### src/hw/rtl/utf8d_pkg.sv
// Shared constants and types for the UTF-8 stream decoder.
package utf8d_pkg;

	localparam int CP_W = 21;

	localparam logic [7:0] LEAD2_LO = 8'hC2;
	localparam logic [7:0] LEAD2_HI = 8'hDF;
	localparam logic [7:0] LEAD3_LO = 8'hE0;
	localparam logic [7:0] LEAD3_HI = 8'hEF;
	localparam logic [7:0] LEAD4_LO = 8'hF0;
	localparam logic [7:0] LEAD4_HI = 8'hF4;
	localparam logic [1:0] CONT_TAG = 2'b10;

	localparam logic [CP_W-1:0] MIN_TWO    = 21'h000080;
	localparam logic [CP_W-1:0] MIN_THREE  = 21'h000800;
	localparam logic [CP_W-1:0] MIN_FOUR   = 21'h010000;
	localparam logic [CP_W-1:0] MAX_CP     = 21'h10FFFF;
	localparam logic [CP_W-1:0] SURR_LO    = 21'h00D800;
	localparam logic [CP_W-1:0] SURR_HI    = 21'h00DFFF;
	localparam logic [CP_W-1:0] REPL_RESET = 21'h00FFFD;

	localparam logic [2:0] LEN_NONE  = 3'd0;
	localparam logic [2:0] LEN_TWO   = 3'd2;
	localparam logic [2:0] LEN_THREE = 3'd3;
	localparam logic [2:0] LEN_FOUR  = 3'd4;

	typedef struct packed {
		logic [2:0]      count;
		logic [1:0]      n_rep;
		logic            tail_repl;
		logic [CP_W-1:0] tail_cp;
		logic            valid_before;
		logic            eot;
	} desc_t;

endpackage

### src/hw/rtl/utf8_stream_decoder.sv
// Top level of the strict UTF-8 stream decoder with replacement.
//
//  channel  direction  handshake              payload
//  in       sink       in_valid / in_ready    data_byte, end_of_text
//  out      source     out_valid / out_ready  code_point, replaced, text_valid,
//                                             run_last, text_last
//  cfg      sink       cfg_valid / cfg_ready  replacement_value
//
// A byte is registered, decoded from that input register, and its results
// leave from a result register one beat per cycle while out_ready is high, so
// a byte that gives several results holds the input until its last beat is
// taken, and one giving at most one result sustains one byte per cycle then.
// Reset leaves no sequence pending, the text marked valid and the replacement
// value at U+FFFD. A stalled output holds its beat and backs up into the input.
module utf8_stream_decoder (
	input  logic                      clk,
	input  logic                      arst_n,
	input  logic                      in_valid,
	output logic                      in_ready,
	input  logic [7:0]                data_byte,
	input  logic                      end_of_text,
	output logic                      out_valid,
	input  logic                      out_ready,
	output logic [utf8d_pkg::CP_W-1:0] code_point,
	output logic                      replaced,
	output logic                      text_valid,
	output logic                      run_last,
	output logic                      text_last,
	input  logic                      cfg_valid,
	output logic                      cfg_ready,
	input  logic [utf8d_pkg::CP_W-1:0] replacement_value
);
	import utf8d_pkg::*;

	logic            vld_s1;
	logic [7:0]      byte_s1;
	logic            eot_s1;

	logic [CP_W-1:0] repl_q;
	logic [2:0]      rem_q;
	logic [1:0]      idx_q;
	logic [1:0]      nrep_q;
	logic            trepl_q;
	logic [CP_W-1:0] tcp_q;
	logic            vbefore_q;
	logic            eot_q;

	logic            rr_free;
	logic            advance;
	logic            in_rep;
	desc_t           desc;

	assign rr_free   = (rem_q == 3'd0) || ((rem_q == 3'd1) && out_ready);
	assign advance   = vld_s1 & rr_free;
	assign in_ready  = ~vld_s1 | rr_free;
	assign cfg_ready = 1'b1;

	utf8d_core u_core (
		.clk         (clk),
		.arst_n      (arst_n),
		.advance     (advance),
		.data_byte   (byte_s1),
		.end_of_text (eot_s1),
		.desc        (desc)
	);

	always_ff @(posedge clk or negedge arst_n) begin
		if (!arst_n) begin
			repl_q <= REPL_RESET;
		end else if (cfg_valid && cfg_ready) begin
			repl_q <= replacement_value;
		end
	end

	always_ff @(posedge clk or negedge arst_n) begin
		if (!arst_n) begin
			vld_s1 <= 1'b0;
		end else if (in_ready) begin
			vld_s1 <= in_valid;
		end
	end

	always_ff @(posedge clk) begin
		if (in_valid && in_ready) begin
			byte_s1 <= data_byte;
			eot_s1  <= end_of_text;
		end
	end

	always_ff @(posedge clk or negedge arst_n) begin
		if (!arst_n) begin
			rem_q <= 3'd0;
			idx_q <= 2'd0;
		end else if (advance) begin
			rem_q <= desc.count;
			idx_q <= 2'd0;
		end else if (out_valid && out_ready) begin
			rem_q <= rem_q - 3'd1;
			idx_q <= idx_q + 2'd1;
		end
	end

	always_ff @(posedge clk) begin
		if (advance) begin
			nrep_q    <= desc.n_rep;
			trepl_q   <= desc.tail_repl;
			tcp_q     <= desc.tail_cp;
			vbefore_q <= desc.valid_before;
			eot_q     <= desc.eot;
		end
	end

	// Replacement beats come first; the tail beat, if any, comes last.
	assign in_rep     = (idx_q < nrep_q);
	assign out_valid  = (rem_q != 3'd0);
	assign replaced   = in_rep | trepl_q;
	assign code_point = replaced ? repl_q : tcp_q;
	assign run_last   = (rem_q == 3'd1);
	assign text_last  = run_last & eot_q;
	assign text_valid = vbefore_q & (nrep_q == 2'd0) & ~replaced;

endmodule

### src/hw/rtl/utf8d_core.sv
// Decoder state and the per-byte decode that describes the results of one beat.
module utf8d_core (
	input  logic             clk,
	input  logic             arst_n,
	input  logic             advance,
	input  logic [7:0]       data_byte,
	input  logic             end_of_text,
	output utf8d_pkg::desc_t desc
);
	import utf8d_pkg::*;

	logic [2:0]      len_q;
	logic [1:0]      taken_q;
	logic [CP_W-1:0] part_q;
	logic            vsf_q;

	logic [2:0]      nxt_len;
	logic [1:0]      nxt_taken;
	logic [CP_W-1:0] nxt_part;
	logic            nxt_vsf;
	logic [1:0]      n_rep;
	logic            has_tail;
	logic            tail_repl;
	logic [CP_W-1:0] tail_cp;
	logic            lead_go;
	logic            is_cont;
	logic            is_final;
	logic            seq_ok;
	logic [1:0]      taken_inc;
	logic [CP_W-1:0] part_ext;
	logic [CP_W-1:0] min_cp;

	assign is_cont   = (data_byte[7:6] == CONT_TAG);
	assign part_ext  = {part_q[CP_W-7:0], data_byte[5:0]};
	assign taken_inc = taken_q + 2'd1;
	assign is_final  = (({1'b0, taken_inc} + 3'd1) == len_q);

	always_comb begin
		case (len_q)
			LEN_TWO:   min_cp = MIN_TWO;
			LEN_THREE: min_cp = MIN_THREE;
			default:   min_cp = MIN_FOUR;
		endcase
	end

	assign seq_ok = (part_ext >= min_cp) && (part_ext <= MAX_CP)
		&& !((part_ext >= SURR_LO) && (part_ext <= SURR_HI));

	always_comb begin
		nxt_len   = len_q;
		nxt_taken = taken_q;
		nxt_part  = part_q;
		n_rep     = 2'd0;
		has_tail  = 1'b0;
		tail_repl = 1'b0;
		tail_cp   = '0;
		lead_go   = 1'b0;

		if (len_q != LEN_NONE) begin
			if (is_cont) begin
				if (is_final) begin
					if (seq_ok) begin
						has_tail = 1'b1;
						tail_cp  = part_ext;
					end else begin
						n_rep     = taken_inc;
						has_tail  = 1'b1;
						tail_repl = 1'b1;
					end
					nxt_len   = LEN_NONE;
					nxt_taken = 2'd0;
					nxt_part  = '0;
				end else begin
					nxt_taken = taken_inc;
					nxt_part  = part_ext;
				end
			end else begin
				// The broken sequence is flushed and the byte starts over as a lead.
				n_rep     = taken_inc;
				nxt_len   = LEN_NONE;
				nxt_taken = 2'd0;
				nxt_part  = '0;
				lead_go   = 1'b1;
			end
		end else begin
			lead_go = 1'b1;
		end

		if (lead_go) begin
			if (!data_byte[7]) begin
				has_tail = 1'b1;
				tail_cp  = {13'd0, data_byte};
			end else if ((data_byte >= LEAD2_LO) && (data_byte <= LEAD2_HI)) begin
				nxt_len  = LEN_TWO;
				nxt_part = {16'd0, data_byte[4:0]};
			end else if ((data_byte >= LEAD3_LO) && (data_byte <= LEAD3_HI)) begin
				nxt_len  = LEN_THREE;
				nxt_part = {17'd0, data_byte[3:0]};
			end else if ((data_byte >= LEAD4_LO) && (data_byte <= LEAD4_HI)) begin
				nxt_len  = LEN_FOUR;
				nxt_part = {18'd0, data_byte[2:0]};
			end else begin
				has_tail  = 1'b1;
				tail_repl = 1'b1;
			end
		end

		if (end_of_text && (nxt_len != LEN_NONE)) begin
			n_rep     = n_rep + nxt_taken;
			has_tail  = 1'b1;
			tail_repl = 1'b1;
		end

		if (end_of_text) begin
			nxt_len   = LEN_NONE;
			nxt_taken = 2'd0;
			nxt_part  = '0;
			nxt_vsf   = 1'b1;
		end else begin
			nxt_vsf = vsf_q & ~((n_rep != 2'd0) | tail_repl);
		end
	end

	always_comb begin
		desc.count        = {1'b0, n_rep} + {2'd0, has_tail};
		desc.n_rep        = n_rep;
		desc.tail_repl    = tail_repl;
		desc.tail_cp      = tail_cp;
		desc.valid_before = vsf_q;
		desc.eot          = end_of_text;
	end

	always_ff @(posedge clk or negedge arst_n) begin
		if (!arst_n) begin
			len_q   <= LEN_NONE;
			taken_q <= 2'd0;
			part_q  <= '0;
			vsf_q   <= 1'b1;
		end else if (advance) begin
			len_q   <= nxt_len;
			taken_q <= nxt_taken;
			part_q  <= nxt_part;
			vsf_q   <= nxt_vsf;
		end
	end

endmodule
### config.mk
export PLATFORM = sky130hd
export DESIGN_NAME = utf8_stream_decoder
export DESIGN_NICKNAME = d
export VERILOG_FILES = /design/src/hw/rtl/utf8d_pkg.sv /design/src/hw/rtl/utf8_stream_decoder.sv /design/src/hw/rtl/utf8d_core.sv
export SDC_FILE = /design/constraint.sdc
export NUM_CORES = 1
export LEC_CHECK = 0
export BUFFER_PORTS_ARGS = -buffer_cell sky130_fd_sc_hd__buf_2
export CAP_MARGIN = 20
export CORE_MARGIN = 2
export CORE_UTILIZATION = 54
export CTS_CLUSTER_DIAMETER = 120
export DETAILED_ROUTE_END_ITERATION = 16
export PLACE_DENSITY = 0.77
export SYNTH_ARGS = -nofsm -noshare
export SYNTH_HDL_FRONTEND = slang
export SYNTH_SLANG_ARGS = --single-unit
### constraint.sdc
create_clock -name clk -period 4.75 [get_ports clk]
set_input_delay 0.95 -clock clk [delete_from_list [all_inputs] [get_ports clk]]
set_output_delay 0.95 -clock clk [all_outputs]
set_load 0.05 [all_outputs]
==> After elaboration in Yosys (flattened, before gate mapping) <==
Cells that the tools add are included.
{ "totals": {"reg_bits": 89, "in_bits": 35, "output_inout_bits": 28, "elab_cells": 128} }
{ "op_classes": {"addsub": 6, "order_cmp": 11, "n_eq_ne": 5, "muxes": 61, "bitwise": 11, "n_reduce_logical": 19} }
{ "op_table": {"columns": ["operator", "n"], "rows": [
  ["21-bit 2-to-1 mux", 16],
  ["17-bit case mux with 2 select lines", 1],
  ["3-bit 2-to-1 mux", 11],
  ["8-bit >= comparator, second input constant", 3],
  ["8-bit <= comparator, second input constant", 3],
  ["1-bit 2-to-1 mux", 22],
  ["2-bit 2-to-1 mux", 11],
  ["21-bit by 16-bit >= comparator with 1-bit output, second input constant", 1],
  ["21-bit by 17-bit >= comparator with 1-bit output", 1],
  ["21-bit by 16-bit <= comparator with 1-bit output, second input constant", 1],
  ["21-bit <= comparator, second input constant", 1],
  ["1-bit logical AND", 10],
  ["3-bit nonzero test", 3],
  ["3-bit by 2-bit equality test with 1-bit output, second input constant", 2],
  ["1-bit bitwise AND", 5],
  ["2-bit by 1-bit adder with 2-bit output, second input constant", 2],
  ["2-bit nonzero test", 2],
  ["2-bit by 1-bit adder with 3-bit output", 1],
  ["2-bit by 1-bit adder with 3-bit output, second input constant", 1],
  ["3-bit by 1-bit equality test with 1-bit output, second input constant", 1],
  ["3-bit equality test", 1],
  ["3-bit logical NOT", 1],
  ["1-bit inverter", 3],
  ["1-bit bitwise OR", 3],
  ["7 further kinds", 7]
]} }

==> Longest topological paths before layout <==
{ "logic_depth": {"word_depth": 19, "mapped_depth": 16} }

==> Modules after synthesis <==
A second synthesis with hierarchy kept.
{ "hier_totals": {"hier_cells": 321, "hier_area_um2": 4073.9} }
{ "modules_own_cells": {"columns": ["mod", "n_inst", "cells_per_inst", "area_per_inst_um2"], "rows": [
  ["utf8_stream_decoder", 1, 152, 2547.4],
  ["utf8d_core", 1, 169, 1526.5]
]} }

==> Least setup slack after synthesis <==
Ideal clock, no wire load.
{ "synth_timing": {"path_type": "register -> output", "from": "register idx_q[1]", "to": "output port text_valid", "t_arrival_ns": 3.287, "path_slack_ns": 0.513, "stages_incl_launch_ff": 7, "n_path_buf": 1, "cell_sequence": "dfrtp_1 ha_1 a21oi_1 nor2_1 clkbuf_1 inv_1 nor4b_1"} }
{ "synth_via": {"elab_chain_len": 4} }
{ "synth_rtl": {"columns": ["item", "line", "text"], "rows": [
  ["from (decl)", "utf8_stream_decoder.sv:41", "logic [1:0] idx_q;"],
  ["from (signal assigned)", "utf8_stream_decoder.sv:99", "idx_q <= idx_q + 2'd1;"],
  ["2-bit less-than comparator", "utf8_stream_decoder.sv:114", "assign in_rep = (idx_q < nrep_q);"],
  ["1-bit bitwise OR", "utf8_stream_decoder.sv:116", "assign replaced = in_rep | trepl_q;"],
  ["net replaced", "utf8_stream_decoder.sv:25", "output logic replaced,"],
  ["1-bit inverter", "utf8_stream_decoder.sv:120", "assign text_valid = vbefore_q & (nrep_q == 2'd0) & ~replaced;"],
  ["1-bit bitwise AND", "utf8_stream_decoder.sv:120", null],
  ["to (decl)", "utf8_stream_decoder.sv:26", "output logic text_valid,"]
]} }
The timed path passes the listed nets, and every way through them passes these cells.

==> reports/qor.yml <==
status: "finished, final reports clean"
post_cts_buffers: 0
power.density_mw_per_mm2: 592.8
tightest_slew_ps: 705.9
synthFlopType: "edfxtp_1"
wl_per_cell_um: 16.49
finalSetupTns_ps: 0
grt_pass1_vias: 2679
synth_cell_type_count: 58
p_seq_frac: 0.390
switchingPower_w: 0.001177
p_int_w: 0.001575
cp_max_fo: 7
finalCriticalPeriod_ps: 3894
use_met2: 0.3365
die_area_sq_mm: 0.008163
drive_gt1_frac: 0.4026
dp_cells: 473
path_clk_slew_ps: 90
ys_seq_elements: 83
port_buffers: 61
clkSinkCount: 83
hold_path_class: "flop to flop"
routed_wirelength_mm: 8.065
first_iter_violations: 157
fillCellCount: 577
fin_area_sq_mm: 0.004642
syn_nets: 365
reg2reg_slack_ps: 860
drtAntennaViolNets: 0
cts_tree: "built"
p_leak_nw: 2.015
max_stage_delay_ps: 590
grt_pass1_wl_mm: 13.33
grt_use_met1: 0.2727
grt_setup_unrepaired: "no"
power_w: 0.002752
grt.total_usage: 0.2072
cts.root.buffer_cell: "clkbuf_8"
crit_path_frequent_cell: "ha_1"
numCtsBuffers: 9
vias: 2717
gp_congestion: 0.9162
remaining_drc_errors: 0
hold_viol_final: 0
max_slew_margin: 0.5232
grt-ovfl-total: 0
synthArstFlopShare: 0.5783
swShare: 0.4276
post-dp-hpwl_mm: 5.519
core_area_sq_mm: 0.007253
pwr-share-comb: 0.423
ctsResizeCount: 0
synth_edf_count: 35
final_common_cell: "buf_2"
synthCells: 319
cp-end-kind: "flop"
critPathRequiredTime_ps: 5000
arrival_ps: 4140
layout.cells.non_filler: 489
first_pass_iters: 4
area_growth_pct: 15.29
grt_use_met3: 0.05175
layout.nets: 431
place_ws_ps: 924.6
ys_warn_count: 0
grt_max_degree: 49
crit_type: "flop to flop"
max_freq_ghz: 0.2568
netlist_area_sq_mm: 0.004026
antenna_found_initial: 0
worst_slack_ps: 855.5
antenna_cells: 0
fin_crit_sh: 0.8199
vias_per_cell: 5.556
fin_skew_ps: 8.489
drv_cap: 0
clk_path_buf_depth: 2
synth.yosys.seq_area_share: 0.5643
setup_viol: 0
start_kind: "flop"
ctsHoldBuffers: 0
cp_slowest_cell: "or4b_2"
avgSynthCellArea_sq_um: 12.62
placed_cell_area_sq_mm: 0.004442
path_cells: "nor2b_1 > nor2b_1 > ha_1 > or4b_2 > a211o_2 > nand2_1 > a311o_1 > and3_4 > ha_1 > mux2_2 > ha_1 > ha_1 > o21ai_0 > a21oi_1"
clk_latency_ps: 360
initial_core_util: 0.5551
ioPinCount: 63
layout_common_cells: "buf_2 (61), mux2_2 (45), edfxtp_1 (35)"
row_count: 31
drv_slew: 0
p_clk_frac: 0.187
busiest_layer: "met2"
die_h_um: 90.35
peakVddDrop_v: 0.0002867
htree_num_levels: 3
fp.dieW_um: 90.35
==> final cells by class <==
type,instances,area (sq um),area share
inverter,12,45.04,0.009704
tap,99,123.9,0.02668
clock buffer,9,123.9,0.02668
sequential,83,2272,0.4895
timing repair buffer,66,342.8,0.07385
clock inverter,7,76.32,0.01644
multi-input combinational,213,1658,0.3571
==> per-stage QoR <==
step | hold slack, ps | util
final | 502.4 | 0.6400
after global routing | 541.2 | 0.6400
after global placement | 475.4 | 0.6124
after floorplan | 446.5 | -
after detailed placement | 485.6 | 0.6124
after CTS | 499.7 | 0.6400
==> sequential cells by signal, summed over array words and instances, names as in the netlist, 2 cells and up <==
signal / flops
nrep_q: 2
byte_s1: 8
u_core.len_q: 3
u_core.taken_q: 2
tcp_q: 21
idx_q: 2
u_core.part_q: 15
rem_q: 3
repl_q: 21
==> path summary, 6_finish.rpt <==
| path | start | endpoint | depth (start not counted) |
|---|---|---|---|
| setup reg to reg | u_core.len_q[1] | rem_q[1] | 14 |
| min in group asynchronous | arst_n | repl_q[17] | 2 |
| hold / removal | idx_q[0] | idx_q[0] | 1 |
| setup / recovery | u_core.len_q[1] | rem_q[1] | 14 |
| hold reg to reg | idx_q[0] | idx_q[0] | 1 |
| max in group asynchronous | arst_n | u_core.part_q[3] | 2 |
==> synth_stat cells, types with 2 or more instances <==
library cell,instances,area share
a22o_2,2,0.0050
nor4_1,2,0.0031
and3_1,2,0.0031
mux2_2,45,0.13
a22o_1,16,0.035
o21ai_0,11,0.014
nand4_1,2,0.0031
or3_1,2,0.0031
or3_2,2,0.0037
nor4b_1,2,0.0044
nor3_1,5,0.0062
nor2b_1,5,0.0078
dfstp_2,16,0.10
a31o_2,2,0.0044
nor2_1,11,0.010
inv_1,12,0.011
a21oi_1,5,0.0062
nand2_1,21,0.020
edfxtp_1,35,0.26
and2_1,22,0.034
ha_1,11,0.034
nand2b_1,4,0.0062
a31oi_1,3,0.0047
clkbuf_1,7,0.0065
dfrtp_1,32,0.20
nand3_1,5,0.0062
xor2_1,4,0.0087
or4_1,3,0.0056
==> metal layers <==
metal | wire length (um) | vias to the layer above
met5 | 0 | -
met4 | 139 | 0
met3 | 294 | 14
li1 | - | 1309
met1 | 3631 | 1327
met2 | 3998 | 67
==> cells by family (layout without fill, tap and decap cells) <==
| kind of cell | after synthesis | in the layout | share of synthesized area |
|---|---|---|---|
| buf+inv | 23 | 94 | 0.02455 |
| mux | 46 | 46 | 0.1283 |
| fa+ha+maj | 11 | 11 | 0.03418 |
| xor+xnor | 5 | 5 | 0.01088 |
| simple gates | 94 | 94 | 0.1299 |
| flops | 83 | 83 | 0.5643 |
| other cells | 1 | 1 | 0.0009314 |
| compound gates | 56 | 56 | 0.1069 |
==> worst max-delay path, delay by kind of cell (launching register included) <==
family / cells / cell delay (ps)
AND/OR/NAND/NOR: 5 / 1390
AO/OA/AOI/OAI: 4 / 850
adder cells (fa/ha/maj): 4 / 810
flip-flops: 1 / 450
multiplexers: 1 / 280
==> power by group through the flow <==
stage                     Sequential, W  Clock, W  Combinational (W)
final                           0.00107  0.000514            0.00116
after CTS                       0.00107  0.000528            0.00117
after global placement          0.00108         0            0.00114
after detailed placement        0.00108         0            0.00116
after global routing            0.00110  0.000558            0.00126
after floorplan                 0.00104         0           0.000933
Note: power is estimated with default switching activity, not from simulation.
